[src/sv/fwe_pkg.sv]
package fwe_pkg;

  localparam int NumFlags   = 32;
  localparam int NumThreads = 32;
  localparam int FlagIdxW   = $clog2(NumFlags);
  localparam int ThreadIdxW = $clog2(NumThreads);
  localparam int CauseW     = 6;

  localparam logic [CauseW-1:0] CauseNone = CauseW'(32);

  typedef logic [NumFlags-1:0]   flag_set_t;
  typedef logic [NumThreads-1:0] thread_set_t;

  typedef enum logic [2:0] {
    KIND_CREATE  = 3'd0,
    KIND_RUN     = 3'd1,
    KIND_ALLOC   = 3'd2,
    KIND_RELEASE = 3'd3,
    KIND_WAIT    = 3'd4,
    KIND_SIGNAL  = 3'd5
  } kind_e;

  typedef enum logic [1:0] {
    STATUS_OK         = 2'd0,
    STATUS_NO_FLAG    = 2'd1,
    STATUS_EMPTY_MASK = 2'd2
  } status_e;

  typedef enum logic [2:0] {
    JOB_NONE,
    JOB_CREATE,
    JOB_WAIT,
    JOB_ALLOC,
    JOB_SIGNAL
  } job_e;

  typedef enum logic [2:0] {
    SEQ_IDLE,
    SEQ_FETCH,
    SEQ_LATCH,
    SEQ_WALK,
    SEQ_DONE
  } seq_state_e;

  typedef enum logic [1:0] {
    ROW_CLEAR_THREAD,
    ROW_SET_THREAD,
    ROW_CLEAR_SET,
    ROW_ZERO
  } row_mode_e;

  typedef struct packed {
    logic [2:0]  kind;
    logic [4:0]  thread_id;
    logic [4:0]  flag_id;
    logic [31:0] flag_mask;
  } in_item_t;

  typedef struct packed {
    logic [1:0]  status;
    logic [4:0]  new_flag;
    logic [31:0] woken_threads;
    logic [31:0] runnable_set;
    logic [31:0] waiting_set;
    logic [5:0]  thread_cause;
  } out_item_t;

  typedef struct packed {
    row_mode_e               mode;
    logic [ThreadIdxW-1:0]   tid;
    thread_set_t             clr_set;
  } row_op_t;

  typedef struct packed {
    logic                  start;
    logic                  ack;
    job_e                  job;
    logic [ThreadIdxW-1:0] tid;
    logic [FlagIdxW-1:0]   fid;
    flag_set_t             mask;
    flag_set_t             free_flags;
  } seq_req_t;

  typedef struct packed {
    logic                done;
    logic                found;
    logic [FlagIdxW-1:0] new_flag;
    thread_set_t         woken;
  } seq_rsp_t;

endpackage

[src/sv/fwe_ram.sv]
module fwe_ram #(
  parameter int Width = 32,
  parameter int Depth = 32
) (
  input  logic                     clk_i,
  input  logic                     we_i,
  input  logic [$clog2(Depth)-1:0] waddr_i,
  input  logic [Width-1:0]         wdata_i,
  input  logic [$clog2(Depth)-1:0] raddr_i,
  output logic [Width-1:0]         rdata_o
);

  logic [Width-1:0] mem_q [Depth];
  logic [Width-1:0] rdata_q;

  always_ff @(posedge clk_i) begin
    if (we_i) begin
      mem_q[waddr_i] <= wdata_i;
    end
    rdata_q <= mem_q[raddr_i];
  end

  assign rdata_o = rdata_q;

endmodule

[src/sv/fwe_row_unit.sv]
module fwe_row_unit (
  input  fwe_pkg::row_op_t    op_i,
  input  fwe_pkg::thread_set_t row_i,
  output fwe_pkg::thread_set_t row_o
);

  fwe_pkg::thread_set_t bit_sel;

  assign bit_sel = fwe_pkg::thread_set_t'(1) << op_i.tid;

  always_comb begin
    unique case (op_i.mode)
      fwe_pkg::ROW_CLEAR_THREAD: row_o = row_i & ~bit_sel;
      fwe_pkg::ROW_SET_THREAD:   row_o = row_i | bit_sel;
      fwe_pkg::ROW_CLEAR_SET:    row_o = row_i & ~op_i.clr_set;
      fwe_pkg::ROW_ZERO:         row_o = '0;
      default:                   row_o = row_i;
    endcase
  end

endmodule

[src/sv/fwe_seq.sv]
module fwe_seq (
  input  logic                 clk_i,
  input  logic                 rst_ni,
  input  fwe_pkg::seq_req_t    req_i,
  output fwe_pkg::seq_rsp_t    rsp_o
);

  fwe_pkg::seq_state_e state_q, state_d;

  logic [fwe_pkg::FlagIdxW-1:0] cnt_q, cnt_d;
  logic                         issue_done_q, issue_done_d;
  logic                         wb_vld_q, wb_vld_d;
  logic [fwe_pkg::FlagIdxW-1:0] wb_idx_q, wb_idx_d;
  logic                         rd_vld_q;
  fwe_pkg::flag_set_t           row_vld_q, row_vld_d;
  logic                         found_q, found_d;
  logic [fwe_pkg::FlagIdxW-1:0] new_flag_q, new_flag_d;
  fwe_pkg::thread_set_t         woken_q, woken_d;

  logic [fwe_pkg::FlagIdxW-1:0] raddr;
  logic                         issue;
  logic                         we;
  fwe_pkg::thread_set_t         rdata;
  fwe_pkg::thread_set_t         row_eff;
  fwe_pkg::thread_set_t         row_new;
  fwe_pkg::row_op_t             row_op;

  fwe_ram #(
    .Width(fwe_pkg::NumThreads),
    .Depth(fwe_pkg::NumFlags)
  ) u_wait_ram (
    .clk_i  (clk_i),
    .we_i   (we),
    .waddr_i(wb_idx_q),
    .wdata_i(row_new),
    .raddr_i(raddr),
    .rdata_o(rdata)
  );

  fwe_row_unit u_row_unit (
    .op_i (row_op),
    .row_i(row_eff),
    .row_o(row_new)
  );

  assign row_eff = rd_vld_q ? rdata : '0;

  always_comb begin
    state_d = state_q;
    unique case (state_q)
      fwe_pkg::SEQ_IDLE: begin
        if (req_i.start) begin
          priority if (req_i.job == fwe_pkg::JOB_NONE) begin
            state_d = fwe_pkg::SEQ_DONE;
          end else if (req_i.job == fwe_pkg::JOB_SIGNAL) begin
            state_d = fwe_pkg::SEQ_FETCH;
          end else begin
            state_d = fwe_pkg::SEQ_WALK;
          end
        end
      end
      fwe_pkg::SEQ_FETCH: state_d = fwe_pkg::SEQ_LATCH;
      fwe_pkg::SEQ_LATCH: state_d = fwe_pkg::SEQ_WALK;
      fwe_pkg::SEQ_WALK: begin
        if (issue_done_q && !wb_vld_q) begin
          state_d = fwe_pkg::SEQ_DONE;
        end
      end
      fwe_pkg::SEQ_DONE: begin
        if (req_i.ack) begin
          state_d = fwe_pkg::SEQ_IDLE;
        end
      end
      default: state_d = fwe_pkg::SEQ_IDLE;
    endcase
  end

  always_comb begin
    raddr        = (state_q == fwe_pkg::SEQ_FETCH) ? req_i.fid : cnt_q;
    issue        = (state_q == fwe_pkg::SEQ_WALK) && !issue_done_q;
    cnt_d        = cnt_q;
    issue_done_d = issue_done_q;
    wb_vld_d     = 1'b0;
    wb_idx_d     = wb_idx_q;
    found_d      = found_q;
    new_flag_d   = new_flag_q;
    woken_d      = woken_q;
    row_vld_d    = row_vld_q;
    we           = 1'b0;
    row_op.tid     = req_i.tid;
    row_op.clr_set = woken_q;
    row_op.mode    = fwe_pkg::ROW_ZERO;

    if ((state_q == fwe_pkg::SEQ_IDLE) && req_i.start) begin
      cnt_d        = '0;
      issue_done_d = 1'b0;
      found_d      = 1'b0;
      new_flag_d   = '0;
      woken_d      = '0;
    end

    if (state_q == fwe_pkg::SEQ_LATCH) begin
      woken_d = row_eff;
    end

    if (issue) begin
      wb_vld_d = 1'b1;
      wb_idx_d = cnt_q;
      cnt_d    = cnt_q + 1'b1;
      if (cnt_q == fwe_pkg::FlagIdxW'(fwe_pkg::NumFlags - 1)) begin
        issue_done_d = 1'b1;
      end
    end

    if (wb_vld_q) begin
      unique case (req_i.job)
        fwe_pkg::JOB_CREATE: begin
          row_op.mode = fwe_pkg::ROW_CLEAR_THREAD;
          we          = 1'b1;
        end
        fwe_pkg::JOB_WAIT: begin
          row_op.mode = fwe_pkg::ROW_SET_THREAD;
          we          = req_i.mask[wb_idx_q];
        end
        fwe_pkg::JOB_SIGNAL: begin
          row_op.mode = fwe_pkg::ROW_CLEAR_SET;
          we          = 1'b1;
        end
        fwe_pkg::JOB_ALLOC: begin
          row_op.mode = fwe_pkg::ROW_ZERO;
          if (!found_q && req_i.free_flags[wb_idx_q]) begin
            we         = 1'b1;
            found_d    = 1'b1;
            new_flag_d = wb_idx_q;
          end
        end
        default: we = 1'b0;
      endcase
    end

    if (we) begin
      row_vld_d[wb_idx_q] = 1'b1;
    end
  end

  always_ff @(posedge clk_i or negedge rst_ni) begin
    if (!rst_ni) begin
      state_q      <= fwe_pkg::SEQ_IDLE;
      cnt_q        <= '0;
      issue_done_q <= 1'b0;
      wb_vld_q     <= 1'b0;
      wb_idx_q     <= '0;
      rd_vld_q     <= 1'b0;
      row_vld_q    <= '0;
      found_q      <= 1'b0;
    end else begin
      state_q      <= state_d;
      cnt_q        <= cnt_d;
      issue_done_q <= issue_done_d;
      wb_vld_q     <= wb_vld_d;
      wb_idx_q     <= wb_idx_d;
      rd_vld_q     <= row_vld_q[raddr];
      row_vld_q    <= row_vld_d;
      found_q      <= found_d;
    end
  end

  always_ff @(posedge clk_i) begin
    new_flag_q <= new_flag_d;
    woken_q    <= woken_d;
  end

  assign rsp_o.done     = (state_q == fwe_pkg::SEQ_DONE);
  assign rsp_o.found    = found_q;
  assign rsp_o.new_flag = new_flag_q;
  assign rsp_o.woken    = woken_q;

endmodule

[src/sv/event_flag_wait_wake_engine_core.sv]
// Channel   Direction  Signals                               Beat contents
// in        input      in_valid_i, in_ready_o, in_item_i     one command
// out       output     out_valid_o, out_ready_i, out_item_o  one result
//
// A create, allocate or wait command walks the wait matrix RAM, one row per cycle, before
// its result beat; a signal first fetches and latches its flag's row, then walks likewise.
// Run, release, unknown and empty-mask wait commands skip the walk.
// After reset the block is ready at once; the RAM rows read as zero until written.
// A new command can be taken as soon as a result is registered and may run while that
// result waits; a full output register holds the next command in its done state.
module event_flag_wait_wake_engine_core (
  input  logic               clk_i,
  input  logic               rst_ni,
  input  logic               in_valid_i,
  output logic               in_ready_o,
  input  fwe_pkg::in_item_t  in_item_i,
  output logic               out_valid_o,
  input  logic               out_ready_i,
  output fwe_pkg::out_item_t out_item_o
);

  fwe_pkg::in_item_t    cmd_q;
  logic                 busy_q;
  logic                 start_q;
  fwe_pkg::flag_set_t   alloc_q, alloc_d;
  fwe_pkg::thread_set_t created_q, created_d;
  fwe_pkg::thread_set_t runnable_q, runnable_d;
  fwe_pkg::thread_set_t waiting_q, waiting_d;
  logic [fwe_pkg::CauseW-1:0] cause_q [fwe_pkg::NumThreads];
  logic [fwe_pkg::CauseW-1:0] cause_d [fwe_pkg::NumThreads];
  fwe_pkg::out_item_t   out_q, out_d;
  logic                 out_valid_q;

  logic                          accept;
  logic                          ack;
  logic                          tok;
  logic                          fok;
  logic [fwe_pkg::ThreadIdxW-1:0] tidx;
  logic [fwe_pkg::FlagIdxW-1:0]   fidx;
  fwe_pkg::flag_set_t            mask_eff;
  fwe_pkg::job_e                 job;
  fwe_pkg::seq_req_t             req;
  fwe_pkg::seq_rsp_t             rsp;

  assign in_ready_o = !busy_q;
  assign accept     = in_valid_i && in_ready_o;
  assign ack        = rsp.done && (!out_valid_q || out_ready_i);

  assign tok      = int'(cmd_q.thread_id) < fwe_pkg::NumThreads;
  assign fok      = int'(cmd_q.flag_id) < fwe_pkg::NumFlags;
  assign tidx     = fwe_pkg::ThreadIdxW'(cmd_q.thread_id);
  assign fidx     = fwe_pkg::FlagIdxW'(cmd_q.flag_id);
  assign mask_eff = fwe_pkg::flag_set_t'(cmd_q.flag_mask);

  always_comb begin
    job = fwe_pkg::JOB_NONE;
    unique case (cmd_q.kind)
      fwe_pkg::KIND_CREATE: if (tok) job = fwe_pkg::JOB_CREATE;
      fwe_pkg::KIND_ALLOC:  job = fwe_pkg::JOB_ALLOC;
      fwe_pkg::KIND_WAIT:   if (tok && (mask_eff != '0)) job = fwe_pkg::JOB_WAIT;
      fwe_pkg::KIND_SIGNAL: if (fok) job = fwe_pkg::JOB_SIGNAL;
      default:              job = fwe_pkg::JOB_NONE;
    endcase
  end

  always_comb begin
    req.start      = start_q;
    req.ack        = ack;
    req.job        = job;
    req.tid        = tidx;
    req.fid        = fidx;
    req.mask       = mask_eff;
    req.free_flags = ~alloc_q;
  end

  fwe_seq u_seq (
    .clk_i (clk_i),
    .rst_ni(rst_ni),
    .req_i (req),
    .rsp_o (rsp)
  );

  always_comb begin
    alloc_d    = alloc_q;
    created_d  = created_q;
    runnable_d = runnable_q;
    waiting_d  = waiting_q;
    cause_d    = cause_q;
    out_d      = out_q;

    if (ack) begin
      out_d.status        = fwe_pkg::STATUS_OK;
      out_d.new_flag      = '0;
      out_d.woken_threads = '0;

      unique case (cmd_q.kind)
        fwe_pkg::KIND_CREATE: begin
          if (tok) begin
            cause_d[tidx]   = fwe_pkg::CauseNone;
            created_d[tidx] = 1'b1;
          end
        end
        fwe_pkg::KIND_RUN: begin
          if (tok) begin
            runnable_d[tidx] = 1'b1;
          end
        end
        fwe_pkg::KIND_ALLOC: begin
          if (rsp.found) begin
            alloc_d[rsp.new_flag] = 1'b1;
            out_d.new_flag        = 5'(rsp.new_flag);
          end else begin
            out_d.status = fwe_pkg::STATUS_NO_FLAG;
          end
        end
        fwe_pkg::KIND_RELEASE: begin
          if (fok) begin
            alloc_d[fidx] = 1'b0;
          end
        end
        fwe_pkg::KIND_WAIT: begin
          if (tok) begin
            if (mask_eff == '0) begin
              out_d.status = fwe_pkg::STATUS_EMPTY_MASK;
            end else begin
              runnable_d[tidx] = 1'b0;
              waiting_d[tidx]  = 1'b1;
            end
          end
        end
        fwe_pkg::KIND_SIGNAL: begin
          if (fok) begin
            for (int t = 0; t < fwe_pkg::NumThreads; t++) begin
              if (rsp.woken[t]) begin
                cause_d[t] = fwe_pkg::CauseW'(cmd_q.flag_id);
              end
            end
            waiting_d           = waiting_q & ~rsp.woken;
            runnable_d          = runnable_q | rsp.woken;
            out_d.woken_threads = 32'(rsp.woken);
          end
        end
        default: out_d.status = fwe_pkg::STATUS_OK;
      endcase

      out_d.runnable_set = 32'(runnable_d);
      out_d.waiting_set  = 32'(waiting_d);
      out_d.thread_cause = tok ? cause_d[tidx] : fwe_pkg::CauseNone;
    end
  end

  always_ff @(posedge clk_i or negedge rst_ni) begin
    if (!rst_ni) begin
      busy_q      <= 1'b0;
      start_q     <= 1'b0;
      out_valid_q <= 1'b0;
      alloc_q     <= '0;
      created_q   <= '0;
      runnable_q  <= '0;
      waiting_q   <= '0;
      for (int t = 0; t < fwe_pkg::NumThreads; t++) begin
        cause_q[t] <= fwe_pkg::CauseNone;
      end
    end else begin
      start_q    <= accept;
      alloc_q    <= alloc_d;
      created_q  <= created_d;
      runnable_q <= runnable_d;
      waiting_q  <= waiting_d;
      cause_q    <= cause_d;
      if (accept) begin
        busy_q <= 1'b1;
      end else if (ack) begin
        busy_q <= 1'b0;
      end
      if (ack) begin
        out_valid_q <= 1'b1;
      end else if (out_ready_i) begin
        out_valid_q <= 1'b0;
      end
    end
  end

  always_ff @(posedge clk_i) begin
    out_q <= out_d;
    if (accept) begin
      cmd_q <= in_item_i;
    end
  end

  assign out_valid_o = out_valid_q;
  assign out_item_o  = out_q;

endmodule
[config.mk]
export PLATFORM = sky130hd
export DESIGN_NAME = event_flag_wait_wake_engine_core
export DESIGN_NICKNAME = d
export VERILOG_FILES = /design/src/sv/fwe_pkg.sv /design/src/sv/fwe_ram.sv /design/src/sv/fwe_row_unit.sv /design/src/sv/fwe_seq.sv /design/src/sv/event_flag_wait_wake_engine_core.sv
export SDC_FILE = /design/constraint.sdc
export NUM_CORES = 2
export LEC_CHECK = 0
export ABC_AREA = 0
export BUFFER_PORTS_ARGS = -buffer_cell sky130_fd_sc_hd__buf_2
export CAP_MARGIN = 15
export CORE_MARGIN = 4
export CORE_UTILIZATION = 62
export DETAILED_ROUTE_END_ITERATION = 8
export GPL_TIMING_DRIVEN = 1
export HOLD_SLACK_MARGIN = 0.06
export PLACE_DENSITY_LB_ADDON = 0.3
export SETUP_SLACK_MARGIN = 0.2
export SLEW_MARGIN = 20
export SYNTH_ARGS = -nofsm -noshare
export SYNTH_HDL_FRONTEND = slang
export SYNTH_SLANG_ARGS = --single-unit
[constraint.sdc]
create_clock -name clk_i -period 7.8 [get_ports clk_i]
set_clock_uncertainty 0.15 [all_clocks]
set_input_delay 0.39 -clock clk_i [delete_from_list [all_inputs] [get_ports clk_i]]
set_output_delay 0.39 -clock clk_i [all_outputs]
set_load 0.01 [all_outputs]
==> metrics.md <==
| Metric | Value |
|---|---|
| Status | finished, final reports clean |
| Avg Cell Area, Syn | 12.0 sq um |
| Number of flops mapped to enable cells by yosys | 1210 |
| Synth unique cells | slightly above 90 |
| Pwr/cell area | 331 mW/mm^2 |
| Clk Tree Root Cell | clkbuf_16 |
| P_sw | 8.42 mW |
| FF+latch count, synth | 1587 |
| Post-DRT Antenna Nets | 0 |
| Initial antenna violation count | 2 |
| GRT Total Usage | 0.365 |
| CP arrival | 5.08 ns |
| # port buffers | between 150 and 200 |
| Post-layout util | 0.703 |
| TNS Setup | 0 ns |
| Hold Crit Class | primary input to async pin |
| DRC marker count from the first detailed-route iteration | 7576 |
| Clock insertion delay at the later pin of the skew report | 0.79 ns |
| Post-synthesis cell area | 0.0668 sq mm |
| Most frequent cells in the layout | 1330 x nand2_1, 1210 x edfxtp_1, 308 x dfrtp_1, 289 x o21ai_0, 264 x nand3_1 |
| Critical path launch point type | register |
| RePlAce Congestion | 1.02 |
| Comb power frac | 0.260 |
| Num Clock Sinks | 1587 |
| Layout cells sized above 1 | 0.130 |
| Row cnt | 120 |
| Vias post-DR | 49500 |
| Grt total ovfl | 0 |
| Critical Path RT | 8.07 ns |
| Die ar. | 0.113 sq mm |
| DR pass1 iterations | 9 |
| Clock buffer depth | 3 |
| Vias in the first global route | ~48000 |
| F_max | between 0.2 and 0.25 GHz |
| MaxCap Viol Count | 0 |
| Crit path max fanout | 32 |
| TritonCTS clock tree | done |
| # DRC | 0 |
| Final setup fails | 0 |
| Nets | around 5700 |
| Placed insts | 6870 |
| Crit path time final | 4.81 ns |
| Post-CTS Setup Bufs | 0 |
| Crit share post-route | 0.617 |
| Pin count of the biggest net entering global routing | around 160 |
| Sw Ratio | 0.338 |
| Via/cell ratio | roughly 7 |
| Slew HR | 0.139 |
| Asr flop ratio synth | 0.214 |
| Main synth FF type | edfxtp_1 |
| Crit Path Class | register to register |
| Core Area | roughly 0.11 sq mm |
| Pre-CTS setup slack | roughly 3 ns |
| Final Hold Fails | 0 |
| Peak supply drop | 0.283 mV |
| R2R Setup Slk | around 3.0 ns |
| Crit path capture type | register |
| DP HPWL | 123 mm |
| H-tree depth | 4 |
| Slew Limit Fails | 0 |
| Layout Cells excl Fill | 7214 |
| I/O pin cnt | 160 |
| Clock transition at path regs | approximately 0.060 ns |
| Most common cell after layout, fill and taps aside | nand2_1 |
| Synth warnings | 0 |
| Global-route wire length before repair | 306 mm |
| Power Total | 24.9 mW |
| Setup slack after layout | 2.99 ns |
| Seq/Total Area, Yosys | 0.683 |
| Initial core utilization | 0.624 |
| Worst-Margin Slew | 1.29 ns |
| Clock buffer count from CTS | between 150 and 200 |
| Die Wd | ~340 um |
| Avg WL per Cell | 29.0 um |
| RSZ-0062 raised after global routing | false |
| Internal power | 16.5 mW |
| Syn Inst Count | 5571 |
| Seq pwr share | 0.424 |
| Synthesized Nets | 5622 |
| Clock power share | 0.316 |
| Routed WL | 209 mm |
| Number of gates resized after cts | 0 |
| Die Height | between 300 and 400 um |
| Area delta synth->final | 12.7% |
| Pleak | 27.6 nW |
-- layer usage --
metal | part of all wire | vias up | GRT usage | wire length, um
li1 | - | 20900 | - | -
met3 | 0.12 | 846 | 0.0862 | 25700
met1 | 0.35 | 24100 | 0.478 | 74100
met2 | 0.45 | 3664 | 0.563 | 95100
met4 | 0.069 | 0 | 0.213 | 14400
met5 | 0 | - | 0 | 0
-- path summary, 6_finish.rpt --
path / from / to / cells past startpoint
min in group clk_i: in_valid_i / start_q / 3
hold reg to reg: u_seq.row_vld_q[5] / u_seq.row_vld_q[5] / 1
max in group asynchronous: rst_ni / cause_q[57] / 3
setup reg to reg: u_seq.wb_idx_q[3] / u_seq.u_wait_ram.mem_q[14][21] / 8
hold / removal: rst_ni / alloc_q[5] / 2
setup / recovery: u_seq.wb_idx_q[3] / u_seq.u_wait_ram.mem_q[14][21] / 8
-- logic make-up after synthesis --
group	count (synthesis)	synth area share
AO/OA/AOI/OAI	1243	0.125
XOR/XNOR	1	0.000131
adder cells (fa/ha/maj)	2	0.000375
buffers and inverters	443	0.0288
flip-flops	1587	0.683
multiplexers	122	0.0211
AND/OR/NAND/NOR	2173	0.142
-- sequential cells by signal (all words and copies together), names as in the netlist, 3 cells and up --
name	count
u_seq.u_wait_ram.rdata_o	32
out_item_o	109
tidx	5
u_seq.woken_q	32
u_seq.cnt_q	5
cause_q	192
u_seq.state_q	3
u_seq.new_flag_q	5
alloc_q	32
u_seq.wb_idx_q	5
u_seq.u_wait_ram.mem_q	1024
fidx	5
cmd_q	3
mask_eff	32
u_seq.row_vld_q	32
runnable_q	32
waiting_q	32
-- cells in the mapped netlist (all sizes together), types with 5 or more instances --
cell type	count	share of area
clkbuf	236	0.013
mux2	12	0.0021
o221ai	5	0.00066
dfrtp	308	0.12
and3	106	0.0099
a22oi	16	0.0018
dfstp	32	0.013
nand2b	19	0.0018
or2	9	0.00084
a2111oi	37	0.0078
nand2	1333	0.075
nor2	196	0.011
mux2i	98	0.015
buf	159	0.013
inv	35	0.0020
nand4	56	0.0052
a31oi	138	0.013
or3	10	0.0010
clkinv	13	0.00075
o31ai	40	0.0045
a2bb2oi	6	0.00079
a32o	5	0.00075
o21ai	302	0.023
dfxtp	37	0.011
a32oi	79	0.010
a211oi	39	0.0044
and2	22	0.0021
a22o	87	0.011
edfxtp	1210	0.54
a221oi	16	0.0021
nor4	16	0.0015
mux4	12	0.0040
nor3	72	0.0056
nor2b	26	0.0024
nand3	266	0.020
a21oi	259	0.019
o311ai	6	0.00079
o211ai	26	0.0029
a311oi	35	0.0046
a31o	35	0.0046
nand3b	17	0.0019
o32ai	5	0.00066
nand4b	7	0.00092
o22ai	69	0.0065
-- power by group through the flow --
stage,sequential [mW],combinational [mW],clock (mW)
after detailed placement,10.7,6.21,0
after global placement,10.7,6.04,0
after CTS,10.5,6.28,7.90
after global routing,10.6,6.94,8.26
final,10.6,6.47,7.88
after floorplan,10.4,4.54,0
-- metrics by stage --
stage | cell area (sq um) | hold slack, ns
4_1_cts | 75100 | 0.110
2_1_floorplan | 66800 | -0.0556
5_1_grt | 75300 | 0.165
6_report | 75300 | 0.131
3_3_place_gp | 69100 | 0.299
3_5_place_dp | 69200 | 0.304
-- timing repair --
action	in CTS	in global routing
hold buffers	47	0
hold endpoints to repair	158	0
setup endpoints to repair	0	0
-- critical path: stages, from the launching register on --
cell and delay, ns:
dfrtp_1 0.64, inv_1 0.32, nand3_1 0.46, nor3_1 0.13
a211o_1 0.27, or3_4 0.44, and3b_2 0.55, nor3_2 0.90
buf_4 0.54
-- final cells by class --
cell class / count / area [sq um]
flip-flops and latches: 1587 / 45600
clock buffers: 202 / 4280
repair buffers: 338 / 2320
inverters: 48 / 189
diodes: 3 / 7.51
well taps: 1403 / 1760
multi-input cells: 3541 / 20000
clock inverters: 92 / 1130
fillers: 7145 / 31800
(Power assumes the default switching activity.)
